===== src/rtl/tts_pkg.sv =====
// ----------------------------------------------------------------------------
// tts_pkg
// Types, constants and command codes shared by the triangle tangent-space core.
// ----------------------------------------------------------------------------
package tts_pkg;

	localparam int FRAC_BITS = 16;
	localparam int IDX_W = 16;
	localparam int DATA_W = 32;
	localparam int MAG_W = 33;
	localparam int NORM_W = 30;
	localparam int UNIT_W = FRAC_BITS + 1;
	localparam int NUM_W = 48;
	localparam int SH_MAX = FRAC_BITS + 29;
	localparam int DVD_W = NUM_W + SH_MAX;
	localparam int DET_W = 62;
	localparam int CNT_W = 7;

	localparam int PRE_STEPS = 32;
	localparam int SQ_STEPS = 6;
	localparam int PROD_STEPS = 14;
	localparam int ROOT_STEPS = 32;
	localparam int UNIT_STEPS = UNIT_W;
	localparam int DIV_STEPS = DVD_W;

	localparam int MUL_PROD_BASE = SQ_STEPS;

	localparam logic [1:0] FS_OK = 2'd0;
	localparam logic [1:0] FS_ZERO_EDGE = 2'd1;
	localparam logic [1:0] FS_ZERO_DET = 2'd2;

	typedef struct packed {
		logic [IDX_W-1:0] vertex_index;
		logic signed [DATA_W-1:0] pos_x;
		logic signed [DATA_W-1:0] pos_y;
		logic signed [DATA_W-1:0] pos_z;
		logic signed [DATA_W-1:0] tex_u;
		logic signed [DATA_W-1:0] tex_v;
	} vertex_t;

	typedef struct packed {
		logic [IDX_W-1:0] target_index;
		logic signed [DATA_W-1:0] tangent_x;
		logic signed [DATA_W-1:0] tangent_y;
		logic signed [DATA_W-1:0] tangent_z;
		logic signed [DATA_W-1:0] bitangent_x;
		logic signed [DATA_W-1:0] bitangent_y;
		logic signed [DATA_W-1:0] bitangent_z;
		logic [1:0] frame_status;
		logic last_of_triangle;
	} frame_t;

	typedef enum logic [3:0] {
		ST_IDLE,
		ST_DIFF,
		ST_SCALE,
		ST_SQ,
		ST_ROOT,
		ST_UNIT,
		ST_PROD,
		ST_DIV,
		ST_FINISH,
		ST_EMIT
	} state_t;

	typedef struct packed {
		logic hold_wr;
		logic hold_slot;
		logic take_last;
		logic diff;
		logic scale;
		logic mul_go;
		logic [4:0] mul_step;
		logic root_load;
		logic root_step;
		logic unit_load;
		logic unit_step;
		logic unit_first;
		logic div_load;
		logic div_step;
		logic finish;
		logic [1:0] out_sel;
	} cmd_t;

endpackage


===== src/rtl/tts_ctrl.sv =====
// ----------------------------------------------------------------------------
// tts_ctrl
// Sequencer that collects three corners and steps the datapath through
// prescale, squares, root, normalize, products, divide, three result requests.
// ----------------------------------------------------------------------------
module tts_ctrl import tts_pkg::*; (
	input logic clk,
	input logic arst_n,
	input logic vertex_valid,
	input logic frame_stall,
	output logic vertex_stall,
	output logic frame_valid,
	output cmd_t cmd
);

	state_t state_q, state_d;
	logic [CNT_W-1:0] cnt_q, cnt_d;
	logic [1:0] cc_q, cc_d;

	always_ff @(posedge clk or negedge arst_n) begin
		if (!arst_n) begin
			state_q <= ST_IDLE;
			cnt_q <= '0;
			cc_q <= '0;
		end else begin
			state_q <= state_d;
			cnt_q <= cnt_d;
			cc_q <= cc_d;
		end
	end

	always_comb begin
		state_d = state_q;
		cnt_d = cnt_q;
		cc_d = cc_q;
		cmd = '0;
		vertex_stall = 1'b1;
		frame_valid = 1'b0;
		case (state_q)
			ST_IDLE: begin
				vertex_stall = 1'b0;
				if (vertex_valid) begin
					if (cc_q != 2'd2) begin
						cmd.hold_wr = 1'b1;
						cmd.hold_slot = cc_q[0];
						cc_d = cc_q + 2'd1;
					end else begin
						cmd.take_last = 1'b1;
						cc_d = '0;
						state_d = ST_DIFF;
					end
				end
			end
			ST_DIFF: begin
				cmd.diff = 1'b1;
				cnt_d = '0;
				state_d = ST_SCALE;
			end
			ST_SCALE: begin
				cmd.scale = 1'b1;
				if (cnt_q == CNT_W'(PRE_STEPS - 1)) begin
					cnt_d = '0;
					state_d = ST_SQ;
				end else begin
					cnt_d = cnt_q + 1'b1;
				end
			end
			ST_SQ: begin
				cmd.mul_step = cnt_q[4:0];
				if (cnt_q == CNT_W'(SQ_STEPS)) begin
					cnt_d = '0;
					state_d = ST_ROOT;
				end else begin
					cmd.mul_go = 1'b1;
					cnt_d = cnt_q + 1'b1;
				end
			end
			ST_ROOT: begin
				cmd.root_load = (cnt_q == '0);
				cmd.root_step = (cnt_q != '0);
				if (cnt_q == CNT_W'(ROOT_STEPS)) begin
					cnt_d = '0;
					state_d = ST_UNIT;
				end else begin
					cnt_d = cnt_q + 1'b1;
				end
			end
			ST_UNIT: begin
				cmd.unit_load = (cnt_q == '0);
				cmd.unit_step = (cnt_q != '0);
				cmd.unit_first = (cnt_q == CNT_W'(1));
				if (cnt_q == CNT_W'(UNIT_STEPS)) begin
					cnt_d = '0;
					state_d = ST_PROD;
				end else begin
					cnt_d = cnt_q + 1'b1;
				end
			end
			ST_PROD: begin
				cmd.mul_step = 5'(MUL_PROD_BASE) + cnt_q[4:0];
				if (cnt_q == CNT_W'(PROD_STEPS)) begin
					cnt_d = '0;
					state_d = ST_DIV;
				end else begin
					cmd.mul_go = 1'b1;
					cnt_d = cnt_q + 1'b1;
				end
			end
			ST_DIV: begin
				cmd.div_load = (cnt_q == '0);
				cmd.div_step = (cnt_q != '0);
				if (cnt_q == CNT_W'(DIV_STEPS)) begin
					cnt_d = '0;
					state_d = ST_FINISH;
				end else begin
					cnt_d = cnt_q + 1'b1;
				end
			end
			ST_FINISH: begin
				cmd.finish = 1'b1;
				cnt_d = '0;
				state_d = ST_EMIT;
			end
			ST_EMIT: begin
				frame_valid = 1'b1;
				cmd.out_sel = cnt_q[1:0];
				if (!frame_stall) begin
					if (cnt_q == CNT_W'(2)) begin
						cnt_d = '0;
						state_d = ST_IDLE;
					end else begin
						cnt_d = cnt_q + 1'b1;
					end
				end
			end
			default: begin
				state_d = ST_IDLE;
				cnt_d = '0;
			end
		endcase
	end

endmodule


===== config.mk =====
export PLATFORM = sky130hd
export DESIGN_NAME = tts_ctrl
export DESIGN_NICKNAME = d
export VERILOG_FILES = /design/src/rtl/tts_pkg.sv /design/src/rtl/tts_ctrl.sv
export SDC_FILE = /design/constraint.sdc
export NUM_CORES = 1
export LEC_CHECK = 0
export BUFFER_PORTS_ARGS = -buffer_cell sky130_fd_sc_hd__buf_2
export CORE_UTILIZATION = 35
export DETAILED_ROUTE_END_ITERATION = 8
export PLACE_DENSITY_LB_ADDON = 0.25
export SLEW_MARGIN = 20
export SYNTH_ARGS = -nofsm -noshare
export SYNTH_HDL_FRONTEND = slang
export SYNTH_SLANG_ARGS = --single-unit
export TNS_END_PERCENT = 100

===== constraint.sdc =====
create_clock -name clk -period 2.7 [get_ports clk]
set_input_delay 0.135 -clock clk [delete_from_list [all_inputs] [get_ports clk]]
set_output_delay 0.135 -clock clk [all_outputs]
set_load 0.05 [all_outputs]

==> run metrics <==
status complete, no violations; VDD IR max 144 µV; CP Capture Type output port; RSZ-0062 raised after global routing no; Final Util 44.6%; CP delay by family, top simple AND/OR/NAND/NOR gates; Arr. time, crit path 2.15 ns; pin count of the biggest net entering global routing 18; Mapped Cells 152; Async SR Flop Fraction 100%; r2r endpoint state_q[1]$_DFFE_PN0P_; total track usage between 15 and 20%; DP Worst Slack 0.484 ns; initial antenna violation count 0; final hold vios 0; CP Max Fanout 13; Tcrit/Tclk final 84.5%; layout cells sized above 1 a little under a quarter; EDFF count, synth 0; core area 3150 µm²; Sink Count 13; clk root buf clkbuf_4; Post-synth top flop dfrtp_1; Worst R2R Setup Slack approximately 0.47 ns; top post-synthesis cells by count 25 x nor2_1, 13 x dfrtp_1, 13 x nand2_1; router iterations before antenna repair 4; worst r2r path cells 7; met3 usage about 1.9%; # IOs 27; Die ar. 3690 µm²; Buf/Inv on CP 1; ant diodes 0; FF-to-FF Start cnt_q[0]$_DFFE_PN0P_; number of global-route vias before repair about 1100; area share of the largest cell type after synthesis 26.9%; Final WS setup 0.419 ns; DRC 0; total number of vias 1177; Die W 60.8 µm; DR vias/cell 5.37; Area after DPL approximately 1400 µm²; IO Port Bufs 26; met2 usage 29.4%; Worst-path clk slew 0.09 ns; most numerous cell in the Yosys netlist nor2_1; static leakage 0.728 nW; Warnings, synthesis 0; Area Overhead vs Synth 16.3%; Max-cap violations 0; total grt overflow 0; setup_tns 0 ns; PD cells 230 nW/µm²; GPL Wtd Cong 0.791; post-synthesis sequential area ratio 26.9%; Slowest cell on crit path or4_1; Slowest Stage Delay on Critical Path 0.61 ns; Final #Nets 186; first-pass GRT wire length 4860 µm; library cells used by synthesis 42; Worst Tran Pin Value 0.588 ns; TritonCTS clock tree done; M1 GR Usage between 20% and 30%; number of cells on the critical path 5; Setup CP Type reg -> out; drt total wl around 3000 µm; Req. time, crit path 2.57 ns; worst skew pair latency around 0.28 ns; Tmin final 2.28 ns; 1st-iter DRT viols 43; Power Total 0.000323 W; CP endpoint cmd[9]; startpoint types register; Max Clk Rate 0.438 GHz; synthesized area per cell 7.95 µm²; Netlist Area Pre-Place 1210 µm²; design area between 1000 and 1500 µm²; Critical Path, Cell by Cell or4_1 -> nor3_1 -> nand2_1 -> nor3_1 -> buf_2; ranking of synthesized cells by area dfrtp_1 27%, nor2_1 7.8%, ha_1 6.2%; final setup vio count 0; Starting Density 38.3%; maximum clock insertion buffer count 2; row count 20; Hold Crit Class in -> reg; antenna viol nets, final 0; Most common cell on crit path nor3_1; detailed placer's ending HPWL between 2000 and 2500 µm; routed wire length per instance 13.5 µm; area leader, netlist dfrtp_1; H-tree Lvls 1; GR peak layer met2; critical hold path startpoint vertex_valid; relative slew slack 60.5%; Yosys reg bits 13; skew final between 0.01 and 0.015 ns; Syn Nets 162; final count of pins violating max slew 0; TritonCTS Buffers 3; height of the die 60.8 µm; crit path from cnt_q[3]$_DFFE_PN0P_
-- where the power goes --
group | leakage (nW) | internal (W) | switching, W
clock | 0.0150 | 0.0000572 | 0.0000631
sequential | 0.167 | 0.000195 | 0
combinational | 0.546 | 0.00000261 | 0.00000534
-- metrics by stage --
step	instances	hold slack (ns)
floorplan	152	-0.161
CTS	219	0.228
detailed placement	214	0.0453
global placement	214	0.0382
global route	219	0.286
finish	219	0.231
-- layout make-up --
class / count / area, µm²
Fill cell: 341 / 1750
Sequential cell: 13 / 325
Tap cell: 44 / 55.1
Inverter: 5 / 18.8
Clock buffer: 4 / 26.3
Multi-Input combinational cell: 124 / 825
Timing Repair Buffer: 29 / 155
-- what timing repair did --
action | CTS | global route
gates resized for setup | 0 | 0
hold buffers | 1 | 0
hold endpoints to repair | 13 | 0
buffers inserted | 0 | 0
-- state kept, by name, summed over array words and instances (netlist names) --
register,cells
state_q,4
cnt_q,7
cc_q,2
-- how the worst min path moves through the flow --
stage / to / slack (ns) / cells past startpoint
after global placement: cnt_q[6]$_DFFE_PN0P_ / 0.04 / 1
after global routing: cnt_q[4]$_DFFE_PN0P_ / 0.29 / 2
final: cc_q[0]$_DFFE_PN0P_ / 0.23 / 3
after CTS: cc_q[0]$_DFFE_PN0P_ / 0.23 / 3
after detailed placement: cnt_q[6]$_DFFE_PN0P_ / 0.05 / 1
after floorplan: cc_q[0]$_DFFE_PN0P_ / -0.16 / 0
-- tightest hold or removal path, stage by stage --
cell	delay [ns]
buf_2	0.11
nand2_1	0.11
a21o_1	0.12
-- cell usage in the layout, fill, tap and decap left out, drive strengths merged, types with 5 or more instances in the layout --
master  instances
a21oi           5
dfrtp          13
a21o            7
inv             5
ha              6
nand2          13
and3            6
nor3            5
nor2           25
buf            28
-- routing by layer --
metal | part of all wire, % | up-vias | routed length (µm)
met5 | 0 | - | 0
met4 | 0.61 | 0 | 18
met3 | 4.6 | 2 | 135
met2 | 48 | 37 | 1410
met1 | 47 | 549 | 1390
li1 | - | 589 | -
-- cell families after synthesis --
group / Yosys count / share of synthesized area [%]
buf+inv: 15 / 5.38
xor+xnor: 4 / 2.90
simple gates: 80 / 36.7
mux: 2 / 1.76
compound gates: 32 / 20.1
flops: 13 / 26.9
fa+ha+maj: 6 / 6.21
No activity file was read; power rests on OpenSTA's default activity.
